`src/hdl/gradient_pixel_color_lookup_assert.svh`:
```
// ---------------------------------------------------------------------------
// Assertion macros for the gradient pixel colour lookup
// Shared implication forms used by the modules that check their own logic.
// ---------------------------------------------------------------------------
`ifndef GRADIENT_PIXEL_COLOR_LOOKUP_ASSERT_SVH
`define GRADIENT_PIXEL_COLOR_LOOKUP_ASSERT_SVH

// Same-cycle implication, disabled while in reset.
`define GPCL_ASSERT_IMPL(label, clk, rst_n, ante, cons) \
    label: assert property (@(posedge clk) disable iff (!rst_n) (ante) |-> (cons)) \
        else $error("gpcl assertion failed");

// Next-cycle implication, disabled while in reset.
`define GPCL_ASSERT_NEXT(label, clk, rst_n, ante, cons) \
    label: assert property (@(posedge clk) disable iff (!rst_n) (ante) |=> (cons)) \
        else $error("gpcl assertion failed");

`endif

```
`src/hdl/gpcl_pkg.sv`:
```
// ---------------------------------------------------------------------------
// gpcl_pkg
// Types, constants and tables shared by the gradient lookup modules.
// ---------------------------------------------------------------------------
`default_nettype none

package gpcl_pkg;

    localparam int COORD_W          = 16;
    localparam int DIFF_W           = COORD_W + 1;
    localparam int DEF_TABLE_DEPTH  = 256;
    localparam int DEF_CORDIC_STEPS = 16;
    localparam int ATAN_ENTRIES     = 24;
    localparam int TWO_PI_Q16       = 411774;
    localparam int HALF_PI_Q16      = 102944;

    localparam logic [2:0] REG_START_X    = 3'd0;
    localparam logic [2:0] REG_START_Y    = 3'd1;
    localparam logic [2:0] REG_END_X      = 3'd2;
    localparam logic [2:0] REG_END_Y      = 3'd3;
    localparam logic [2:0] REG_STYLE      = 3'd4;
    localparam logic [2:0] REG_TABLE_SIZE = 3'd5;

    localparam logic [1:0] STYLE_LINEAR  = 2'd0;
    localparam logic [1:0] STYLE_CIRCLE  = 2'd1;
    localparam logic [1:0] STYLE_RADIAL  = 2'd2;
    localparam logic [1:0] STYLE_REFLECT = 2'd3;

    localparam logic REQ_PIXEL = 1'b0;
    localparam logic REQ_WRITE = 1'b1;

    typedef struct packed {
        logic                      req_type;
        logic signed [COORD_W-1:0] pix_x;
        logic signed [COORD_W-1:0] pix_y;
        logic [7:0]                entry_index;
        logic [23:0]               write_color;
    } in_t;

    typedef struct packed {
        logic [7:0]  color_index;
        logic [23:0] pixel_color;
        logic        degenerate;
    } out_t;

    typedef struct packed {
        logic signed [COORD_W-1:0] start_x;
        logic signed [COORD_W-1:0] start_y;
        logic signed [COORD_W-1:0] end_x;
        logic signed [COORD_W-1:0] end_y;
        logic [1:0]                style;
        logic [8:0]                table_size;
    } cfg_t;

    // Word held in the queue between front and back: already classified,
    // pixel offsets already taken relative to the start point.
    typedef struct packed {
        logic                     is_write;
        logic signed [DIFF_W-1:0] px;
        logic signed [DIFF_W-1:0] py;
        logic [7:0]               entry_index;
        logic [23:0]              write_color;
    } qitem_t;

    function automatic logic [15:0] atan_q16(input logic [4:0] i);
        logic [15:0] v;
        case (i)
            5'd0:    v = 16'd51472;
            5'd1:    v = 16'd30386;
            5'd2:    v = 16'd16055;
            5'd3:    v = 16'd8150;
            5'd4:    v = 16'd4091;
            5'd5:    v = 16'd2047;
            5'd6:    v = 16'd1024;
            5'd7:    v = 16'd512;
            5'd8:    v = 16'd256;
            5'd9:    v = 16'd128;
            5'd10:   v = 16'd64;
            5'd11:   v = 16'd32;
            5'd12:   v = 16'd16;
            5'd13:   v = 16'd8;
            5'd14:   v = 16'd4;
            5'd15:   v = 16'd2;
            5'd16:   v = 16'd1;
            default: v = 16'd0;
        endcase
        return v;
    endfunction

endpackage

`default_nettype wire

```
`src/hdl/gpcl_front.sv`:
```
// ---------------------------------------------------------------------------
// gpcl_front
// Accepts words, classifies them and queues them for the back end.
// ---------------------------------------------------------------------------
`default_nettype none

module gpcl_front (
    input  logic                              clk,
    input  logic                              rst_n,
    input  gpcl_pkg::in_t                     item,
    input  logic                              push,
    output logic                              full,
    input  logic signed [gpcl_pkg::COORD_W-1:0] start_x,
    input  logic signed [gpcl_pkg::COORD_W-1:0] start_y,
    output logic                              q_valid,
    output gpcl_pkg::qitem_t                  q_item,
    input  logic                              q_pop
);
    import gpcl_pkg::*;

    `include "gradient_pixel_color_lookup_assert.svh"

    qitem_t     fifo_mem [2];
    logic       wr_ptr_reg;
    logic       rd_ptr_reg;
    logic [1:0] count_reg;
    logic       accept;
    qitem_t     cls;

    assign full    = (count_reg == 2'd2);
    assign accept  = push && !full;
    assign q_valid = (count_reg != 2'd0);
    assign q_item  = fifo_mem[rd_ptr_reg];

    always_comb
    begin
        cls.is_write    = (item.req_type == REQ_WRITE);
        cls.px          = DIFF_W'(item.pix_x) - DIFF_W'(start_x);
        cls.py          = DIFF_W'(item.pix_y) - DIFF_W'(start_y);
        cls.entry_index = item.entry_index;
        cls.write_color = item.write_color;
    end

    always_ff @(posedge clk)
    begin
        if (accept)
        begin
            fifo_mem[wr_ptr_reg] <= cls;
        end
    end

    always_ff @(posedge clk or negedge rst_n)
    begin
        if (!rst_n)
        begin
            wr_ptr_reg <= 1'b0;
            rd_ptr_reg <= 1'b0;
            count_reg  <= 2'd0;
        end
        else
        begin
            if (accept)
            begin
                wr_ptr_reg <= !wr_ptr_reg;
            end
            if (q_pop)
            begin
                rd_ptr_reg <= !rd_ptr_reg;
            end
            if (accept && !q_pop)
            begin
                count_reg <= count_reg + 2'd1;
            end
            else if (!accept && q_pop)
            begin
                count_reg <= count_reg - 2'd1;
            end
        end
    end

    `GPCL_ASSERT_IMPL(a_count_max, clk, rst_n, 1'b1, count_reg <= 2'd2)
    `GPCL_ASSERT_NEXT(a_full_holds, clk, rst_n, (full && !q_pop), count_reg == 2'd2)
    `GPCL_ASSERT_NEXT(a_count_up, clk, rst_n, (accept && !q_pop), count_reg == $past(count_reg) + 2'd1)

endmodule

`default_nettype wire

```
`config.mk`:
```
export PLATFORM = sky130hd
export DESIGN_NAME = gpcl_front
export DESIGN_NICKNAME = d
export VERILOG_FILES = /design/src/hdl/gpcl_pkg.sv /design/src/hdl/gpcl_front.sv
export VERILOG_INCLUDE_DIRS = /design/src /design/src/hdl
export SDC_FILE = /design/constraint.sdc
export NUM_CORES = 1
export LEC_CHECK = 0
export ABC_AREA = 1
export CAP_MARGIN = 20
export CORE_AREA = 3 3 125 127
export CTS_CLUSTER_DIAMETER = 40
export DETAILED_ROUTE_END_ITERATION = 10
export DIE_AREA = 0 0 128 130
export DONT_BUFFER_PORTS = 1
export SLEW_MARGIN = 30
export SYNTH_ARGS = -nofsm -noshare
export SYNTH_HDL_FRONTEND = slang
export SYNTH_SLANG_ARGS = --single-unit
```
`constraint.sdc`:
```
create_clock -name clk -period 5 [get_ports clk]
set_input_delay 0.5 -clock clk [delete_from_list [all_inputs] [get_ports clk]]
set_output_delay 0.5 -clock clk [all_outputs]
set_load 0.005 [all_outputs]
```
==> results.py, run 1 <==
metrics = {
    "setup_path": {
        "path_max_fanout": 41,
        "critPathRequiredTime_ns": 5.02,
        "critPathCaptureType": "flip-flop",
        "path_class": "flip-flop to flip-flop",
        "crit_path_start_kind": "flip-flop",
        "arrival_ns": 2.47,
    },
    "logic_synthesis": {
        "synth_top_area_frac": 0.559,
        "yosysMostFrequentCell": "nand2_1",
        "ys_types": 21,
        "synthAdderAreaFrac": 0.0629,
        "netlist_area_um2": 7200,
        "yosys.area_share.simple": 0.132,
        "yosys-mux-area-fraction": 0.115,
        "synth_nets": 799,
        "synth_ff_type": "edfxtp_1",
        "synth_commonest_cells": "nand2_1 (185), edfxtp_1 (134), inv_1 (133)",
        "synth_top_family_by_area": "simple AND/OR/NAND/NOR gates",
        "yosysTopAreaCell": "edfxtp_1",
        "syn_inst": 663,
        "synth-warning-count": 0,
        "ys_seq_area_frac": 0.573,
        "synth_edf_count": 134,
        "synth.ff_latch_count": 138,
        "synth_compound_area_frac": 0.0160,
        "syn_avg_cell_area_um2": 10.9,
        "synth_xor_area_frac": 0.0207,
        "synthArstFlopShare": 0.0290,
        "ys_top_cells_by_area": "edfxtp_1 (56%), nand2_1 (9.6%), mux2_2 (7.3%)",
    },
    "cells_and_area": {
        "syn2layout_area_growth_pct": 11.5,
        "num_antenna_cells": 0,
        "drive_gt1_frac": 0.160,
        "fin_nets": 815,
        "largest_register_ffs": 134,
    },
    "clock_tree": {
        "cts.path.max_buffers": 2,
        "clk_pin_slew_ns": 0.06,
        "cts_buffers": 17,
        "cts_resized": 0,
        "htreeDepth": 4,
        "insertion_delay_ns": 0.39,
        "hold_buffers": 1,
        "cts-root-buf": "clkbuf_16",
        "cts.sinks": 138,
        "cts_setup_buffers": 0,
        "cts_tree": "built",
    },
    "global_route": {
        "grt_max_degree": 69,
        "gr-usage-all-layers": 0.164,
        "antenna_found_initial": 0,
        "grt_pass1_vias": 4301,
        "grt_overflow_total": 0,
        "grt_pass1_wl_um": 21200,
    },
    "route": {
        "detail_route.wl_per_cell_um": 15.4,
        "antenna_left": 0,
        "num_vias": 4319,
        "drc": 0,
        "avgViaCountPerCell": 4.93,
        "initialDrtViolationCount": 197,
        "dr.pass1.iters": 5,
        "wl_um": 13500,
    },
    "placed_design": {
        "routabilityCongestion": 0.867,
        "hpwlAfterDp_um": 9970,
        "place_ws_ns": 2.50,
        "numPortBuffers": 0,
    },
    "power_and_ir_drop": {
        "powerDensity_nw_per_um2": 496,
        "ir_drop_uv": 323,
        "p_total_w": 0.00398,
        "p_leak_nw": 3.66,
    },
    "sta": {
        "setup_viol": 0,
        "fin_crit_sh": 0.489,
        "worstMarginPinSlew_ns": 0.794,
        "rsz0062_at_grt": "no",
        "finalCriticalPeriod_ns": 2.44,
        "relSlewSlack": 0.470,
        "hold_viol": 0,
        "fin_ws_ns": 2.56,
        "final.setup.tns_ns": 0,
        "max_freq_ghz": 0.409,
        "clock-skew-final_ns": 0.00610,
        "maxSlewViolCount": 0,
    },
    "flow_run": {
        "max_cap_viol_count": 0,
    },
    "die": {
        "coreArea_um2": 14500,
        "dieArea_um2": 16600,
        "fp-row-count": 44,
        "die_h_um": 130,
        "dieWidth_um": 128,
        "start_util": 0.496,
        "ioPinCount": 170,
    },
    "hold_path": {
        "hp-class": "primary input to flip-flop",
    },
    "status": {
        "status": "finished, final reports clean",
    },
}
-- power breakdown --
part           total, W  switching [W]  internal, W
Combinational   0.00105       0.000585     0.000460
Clock           0.00119       0.000452     0.000736
Sequential      0.00175       0.000128      0.00162
-- cell families (layout without fill, tap and decap cells) --
kind of cell,count (synthesis),count (layout)
compound gates,23,23
buf+inv,143,172
mux,67,67
flops,138,138
xor+xnor,17,17
fa+ha+maj,35,35
simple gates,240,240
-- worst max-delay path, stage by stage, from the launching register on --
cell	delay, ns
dfrtp_1	0.36
inv_1	0.11
o21ai_0	0.26
nor2_4	0.70
buf_4	0.59
-- final cells by class --
type | count | area [um2]
Clock inverter | 14 | 149
Fill cell | 1256 | 6500
Clock buffer | 18 | 429
Sequential cell | 138 | 4130
Tap cell | 184 | 230
Multi-Input combinational cell | 382 | 2510
Timing Repair Buffer | 5 | 72.6
Inverter | 135 | 507
-- stage by stage --
stage | cells | hold slack [ns] | util | cell area, um2
after global routing | 876 | 0.165 | 0.553 | 8030
after detailed placement | 842 | 0.205 | 0.511 | 7420
after floorplan | 663 | 0.204 | - | 7200
after CTS | 875 | 0.168 | 0.551 | 8010
final | 876 | 0.188 | 0.553 | 8030
after global placement | 841 | 0.205 | 0.509 | 7390
-- per-layer routing --
metal	share of wire	global-route usage
met5	0	0
met4	0.013	0.0537
met3	0.098	0.0671
met2	0.48	0.268
met1	0.41	0.198
-- placed cells by master, fill, tap and decap left out --
cell and instances:
nand3_1 22, xnor2_1 5, xor2_1 12, ha_1 33
mux2_4 20, nand2_2 4, or2_1 2, buf_12 1
dlygate4sd3_1 1, inv_2 2, clkinv_4 6, a21oi_1 21
o21ai_0 2, nor3_1 8, nor2_1 17, clkinv_2 4
clkbuf_16 17, inv_6 1, nor2_4 2, clkinvlp_4 1
nand2_1 185, dfrtp_4 1, mux2_2 47, inv_1 133
dfrtp_1 3, bufinv_16 2, edfxtp_1 134, buf_16 1
buf_4 2, fa_1 2, clkbuf_1 1
-- final timing paths --
path / slack [ns] / end / start / cells past startpoint
worst min register to register: 0.55 / count_reg[0] / count_reg[0] / 1
min in group asynchronous: 0.38 / rd_ptr_reg / rst_n / 1
worst min-delay path: 0.19 / rd_ptr_reg / q_pop / 1
max in group asynchronous: 4.42 / rd_ptr_reg / rst_n / 1
worst max register to register: 2.56 / fifo_mem[0][16] / count_reg[1] / 4
worst max-delay path: 2.56 / fifo_mem[0][16] / count_reg[1] / 4
Power figures use the tool's default switching activity.
==> inputs of run 2 (changes only) <==
--- a/config.mk
+++ b/config.mk
@@ -13,6 +13,7 @@
 export DETAILED_ROUTE_END_ITERATION = 10
 export DIE_AREA = 0 0 128 130
 export DONT_BUFFER_PORTS = 1
+export PLACE_DENSITY = 0.66
 export SLEW_MARGIN = 30
 export SYNTH_ARGS = -nofsm -noshare
 export SYNTH_HDL_FRONTEND = slang
==> constraint.sdc (replaced) <==
create_clock -name clk -period 2.15 [get_ports clk]
set_input_delay 0.215 -clock clk [delete_from_list [all_inputs] [get_ports clk]]
set_output_delay 0.215 -clock clk [all_outputs]
set_load 0.005 [all_outputs]
==> run 2 against run 1 <==
Net effect: sequential power increased by 130%; sequential share of layout area shrank 2.4 points; worst setup slack got worse by 2.4 ns; worst hold slack lost 0.11 ns; clock-buffer cell count shrank 1; final area increased by 4.8%; via count is 6.4% higher; register-to-register slack lost 2.1 ns; critical endpoint is now q_item[36]; critical path type is now flip-flop to output pin; non-clock buffer count up 38.
==> results.py, run 2 (same netlist as run 1, synthesis figures left out) <==
metrics = {
    "clock_tree": {
        "htreeDepth": 4,
        "cts-root-buf": "clkbuf_16",
        "insertion_delay_ns": 0.42,
        "cts_resized": 0,
        "cts_setup_buffers": 0,
        "cts.path.max_buffers": 2,
        "cts_buffers": 17,
        "cts_tree": "built",
        "cts.sinks": 138,
        "clk_pin_slew_ns": 0.06,
        "hold_buffers": 35,
    },
    "sta": {
        "relSlewSlack": 0.705,
        "timing.hold.ws_ns": 0.0733,
        "setup_viol": 0,
        "clock-skew-final_ns": 0.0119,
        "rsz0062_at_grt": "no",
        "fin_ws_ns": 0.145,
        "maxSlewViolCount": 0,
        "finalCriticalPeriod_ns": 2.01,
        "hold_viol": 0,
        "fin_crit_sh": 0.933,
        "final.setup.tns_ns": 0,
        "worstMarginPinSlew_ns": 0.443,
        "max_freq_ghz": 0.499,
    },
    "die": {
        "dieWidth_um": 128,
        "start_util": 0.496,
        "ioPinCount": 170,
        "fp-row-count": 44,
        "dieArea_um2": 16600,
        "coreArea_um2": 14500,
        "die_h_um": 130,
    },
    "route": {
        "num_vias": 4596,
        "dr.pass1.iters": 4,
        "initialDrtViolationCount": 249,
        "antenna_left": 0,
        "drc": 0,
        "avgViaCountPerCell": 5.03,
        "detail_route.wl_per_cell_um": 15.7,
        "wl_um": 14400,
    },
    "cells_and_area": {
        "final_core_util": 0.579,
        "drive_gt1_frac": 0.158,
        "fin_nets": 853,
        "largest_register_ffs": 134,
        "layout_common_cells": "nand2_1 (185), edfxtp_1 (134), inv_1 (133)",
        "final_common_cell": "nand2_1",
        "num_antenna_cells": 0,
        "syn2layout_area_growth_pct": 16.9,
    },
    "global_route": {
        "grt_pass1_wl_um": 22500,
        "antenna_found_initial": 0,
        "grt_max_degree": 40,
        "grt_pass1_vias": 4579,
        "gr-usage-all-layers": 0.176,
        "grt_overflow_total": 0,
    },
    "power_and_ir_drop": {
        "powerDensity_nw_per_um2": 1130,
        "p_leak_nw": 3.82,
        "ir_drop_uv": 542,
    },
    "placed_design": {
        "numPortBuffers": 0,
        "place_ws_ns": 0.329,
        "routabilityCongestion": 0.914,
        "hpwlAfterDp_um": 10300,
    },
    "setup_path": {
        "rrSetupSlack_ns": 0.49,
        "path_max_fanout": 32,
        "rr_startpoint": "count_reg[0]",
        "critPathCaptureType": "output pin",
        "arrival_ns": 1.79,
        "path_class": "flip-flop to output pin",
        "crit_path_start_kind": "flip-flop",
        "reg2regPathDepth": 7,
        "reg2reg_to": "count_reg[1]",
        "critPathRequiredTime_ns": 1.93,
    },
    "hold_path": {
        "hp-class": "primary input to asynchronous set/reset pin",
    },
    "status": {
        "status": "finished, final reports clean",
    },
    "flow_run": {
        "max_cap_viol_count": 0,
    },
}
## run 2: power breakdown
part	switching, W	leakage [nW]	internal (W)
clock network	0.00119	0.277	0.00163
logic	0.00145	2.25	0.00118
registers	0.000260	1.29	0.00376
total	0.00290	3.82	0.00658
## run 2: area by class of cell
cell class | instances | area [um2]
clock buffers | 17 | 425
well taps | 184 | 230
flip-flops and latches | 138 | 4130
repair buffers | 43 | 460
inverters | 135 | 507
multi-input cells | 382 | 2510
fillers | 1215 | 6110
clock inverters | 15 | 154
## run 2: how the worst max path moves through the flow
stage,end,slack [ns],start
finish,q_item[36],0.14,rd_ptr_reg
floorplan,fifo_mem[1][0],-0.66,count_reg[1]
CTS,q_item[20],0.09,rd_ptr_reg
global placement,fifo_mem[0][48],0.40,item[32]
global route,q_item[20],0.07,rd_ptr_reg
detailed placement,fifo_mem[1][44],0.33,item[32]
## run 2: worst max-delay path: stages, from the launching register on
cell and delay (ns):
dfrtp_4 0.70, buf_12 0.27, mux2_2 0.39
## run 2: stage by stage
step	instances	cell area [um2]	power, W
floorplan	663	7210	0.00600
global placement	847	7490	0.00662
detailed placement	847	7490	0.00669
CTS	914	8420	0.00961
global route	914	8420	0.0100
finish	914	8420	0.00948
## run 2: metal layers
| layer | GRT usage | wire length (um) | up-vias |
|---|---|---|---|
| li1 | - | - | 2278 |
| met3 | 0.0598 | 1130 | 29 |
| met2 | 0.295 | 6960 | 164 |
| met1 | 0.208 | 5920 | 2125 |
| met5 | 0 | 0 | - |
| met4 | 0.0768 | 348 | 0 |
==> inputs of run 3 (changes only) <==
--- a/config.mk
+++ b/config.mk
@@ -6,14 +6,14 @@
 export SDC_FILE = /design/constraint.sdc
 export NUM_CORES = 1
 export LEC_CHECK = 0
-export ABC_AREA = 1
+export ABC_AREA = 0
 export CAP_MARGIN = 20
-export CORE_AREA = 3 3 125 127
+export CORE_AREA = 3 3 120 122
 export CTS_CLUSTER_DIAMETER = 40
 export DETAILED_ROUTE_END_ITERATION = 10
-export DIE_AREA = 0 0 128 130
+export DIE_AREA = 0 0 123 125
 export DONT_BUFFER_PORTS = 1
-export PLACE_DENSITY = 0.66
+export PLACE_DENSITY = 0.67
 export SLEW_MARGIN = 30
 export SYNTH_ARGS = -nofsm -noshare
 export SYNTH_HDL_FRONTEND = slang
==> run 3 against run 2 <==
Net effect: non-clock buffer count is 3 higher; routed wire length is 13% lower; fmax is 5.6% higher; via count is 16% lower; register-to-register slack better by 0.10 ns; core utilization is 2.1 points higher; cell count is 22% lower; flip-flop and latch count stayed put; synthesized area is 6.9% lower; final area is 5.2% lower; worst setup slack better by 0.11 ns; largest power group unchanged.
==> results.py, run 3 <==
metrics = {
    "clock_tree": {
        "cts.path.max_buffers": 2,
        "cts_tree": "built",
        "insertion_delay_ns": 0.41,
        "htreeDepth": 4,
        "cts_setup_buffers": 0,
        "cts.sinks": 138,
        "cts_resized": 0,
        "hold_buffers": 35,
        "cts_buffers": 17,
        "cts-root-buf": "clkbuf_16",
        "clk_pin_slew_ns": 0.06,
    },
    "cells_and_area": {
        "regArea_um2": 4130,
        "fin_cells": 714,
        "syn2layout_area_growth_pct": 19.0,
        "largest_register_ffs": 134,
        "multi_input_area_um2": 2350,
        "num_antenna_cells": 0,
        "layout_common_cells": "edfxtp_1 (134), mux2_2 (68), inv_1 (49)",
        "final_common_cell": "edfxtp_1",
        "final_cell_area_um2": 7980,
        "drive_gt1_frac": 0.223,
        "fillers": 1036,
        "fin_nets": 661,
    },
    "global_route": {
        "gr-usage-all-layers": 0.165,
        "grt_max_degree": 69,
        "grt_overflow_total": 0,
        "antenna_found_initial": 0,
        "grt_pass1_wl_um": 19600,
        "grt_pass1_vias": 3911,
    },
    "setup_path": {
        "crit_path_cell_trace": "inv_1, ha_1, fa_1, nor2b_1, o2111ai_1, a21o_1, a211o_1, a21oi_1, o22ai_1",
        "path_buf_inv": 1,
        "crit_path_start_kind": "primary input",
        "critPathCaptureType": "flip-flop",
        "slowest_delay_ns": 0.40,
        "crit_family": "compound AO/OA/AOI/OAI gates",
        "arrival_ns": 2.04,
        "cp_slowest_cell": "fa_1",
        "critPathRequiredTime_ns": 2.30,
        "path_max_fanout": 4,
        "path_class": "primary input to flip-flop",
    },
    "logic_synthesis": {
        "ys_top_cells_by_area": "edfxtp_1 (60%), mux2_2 (11%), ha_1 (6.2%)",
        "syn_inst": 473,
        "syn_avg_cell_area_um2": 14.2,
        "synth.ff_latch_count": 138,
        "ys_types": 51,
        "synth_edf_count": 134,
        "synth_top_area_frac": 0.600,
        "netlist_area_um2": 6710,
        "ys_seq_area_frac": 0.615,
        "synth_nets": 609,
        "synth_ff_type": "edfxtp_1",
        "synthArstFlopShare": 0.0290,
        "yosysMostFrequentCell": "edfxtp_1",
        "synth_commonest_cells": "edfxtp_1 (134), mux2_2 (68), inv_1 (49)",
        "synth-warning-count": 0,
        "yosysTopAreaCell": "edfxtp_1",
    },
    "sta": {
        "setup_viol": 0,
        "hold_viol": 0,
        "relSlewSlack": 0.711,
        "finalCriticalPeriod_ns": 1.90,
        "max_freq_ghz": 0.527,
        "fin_ws_ns": 0.252,
        "maxSlewViolCount": 0,
        "final.setup.tns_ns": 0,
        "clock-skew-final_ns": 0.00679,
        "worstMarginPinSlew_ns": 0.433,
        "rsz0062_at_grt": "no",
        "fin_crit_sh": 0.883,
    },
    "route": {
        "dr.pass1.iters": 5,
        "m1WireLength_um": 5310,
        "initialDrtViolationCount": 211,
        "num_vias": 3856,
        "detail_route.wl_per_cell_um": 17.5,
        "dr_wl_met2_um": 6100,
        "topRoutingLayerUsed": "met4",
        "dr_wl_met3_um": 945,
        "drc": 0,
        "antenna_left": 0,
        "avgViaCountPerCell": 5.40,
        "wl_um": 12500,
    },
    "die": {
        "die_h_um": 125,
        "dieArea_um2": 15400,
        "start_util": 0.504,
        "coreArea_um2": 13300,
        "dieWidth_um": 123,
        "ioPinCount": 170,
        "fp-row-count": 42,
    },
    "flow_run": {
        "max_cap_viol_count": 0,
    },
    "power_and_ir_drop": {
        "p_leak_nw": 3.03,
        "powerDensity_nw_per_um2": 1170,
        "ir_drop_uv": 520,
    },
    "hold_path": {
        "hp-class": "primary input to flip-flop",
    },
    "placed_design": {
        "dp.cells": 647,
        "place_ws_ns": -0.147,
        "dpl-instance-area_um2": 7000,
        "routabilityCongestion": 0.799,
        "hpwlAfterDp_um": 8250,
        "numPortBuffers": 0,
    },
    "status": {
        "status": "finished, final reports clean",
    },
}
-- run 3: worst reg2reg max path, stage by stage (launching register included) --
cell and delay, ns:
dfrtp_1 0.40, nand2b_1 0.17, and3_2 0.23, buf_4 0.39
-- run 3: final cells by class --
cell class | instances | area share
Timing Repair Buffer | 46 | 0.0590
Tap cell | 176 | 0.0276
Clock buffer | 18 | 0.0538
Inverter | 49 | 0.0230
Multi-Input combinational cell | 273 | 0.295
Sequential cell | 138 | 0.517
Clock inverter | 14 | 0.0246
-- run 3: worst paths after layout --
| path | cells past startpoint | to | startpoint | slack [ns] |
|---|---|---|---|---|
| setup / recovery | 9 | fifo_mem[1][48] | item[32] | 0.25 |
| min in group asynchronous | 1 | wr_ptr_reg | rst_n | 0.10 |
| hold reg to reg | 1 | count_reg[1] | count_reg[1] | 0.50 |
| max in group asynchronous | 1 | rd_ptr_reg | rst_n | 1.84 |
| hold / removal | 2 | wr_ptr_reg | push | 0.07 |
| setup reg to reg | 3 | fifo_mem[1][38] | count_reg[0] | 0.59 |
-- run 3: layer usage --
layer	global-route usage	vias up
met5	0	-
met4	0.0515	0
met3	0.0655	9
met2	0.268	126
met1	0.203	1850
li1	-	1871
-- run 3: where the power goes --
part	total, W	switching (W)	internal [W]
logic	0.00242	0.00136	0.00106
clock network	0.00302	0.00108	0.00195
registers	0.00393	0.000151	0.00378
-- run 3: kinds of logic after synthesis --
| family | synth area share |
|---|---|
| multiplexers | 0.116 |
| AND/OR/NAND/NOR | 0.0491 |
| AO/OA/AOI/OAI | 0.0849 |
| buffers and inverters | 0.0351 |
| flip-flops | 0.615 |
| XOR/XNOR | 0.0327 |
| adder cells (fa/ha/maj) | 0.0676 |
-- run 3: through the flow --
stage | hold WS [ns] | power, W | util
floorplan | -0.0806 | 0.00575 | -
global placement | -0.0804 | 0.00634 | 0.527
detailed placement | -0.0804 | 0.00639 | 0.527
CTS | 0.0503 | 0.00954 | 0.600
global route | 0.0647 | 0.00988 | 0.600
finish | 0.0701 | 0.00937 | 0.600
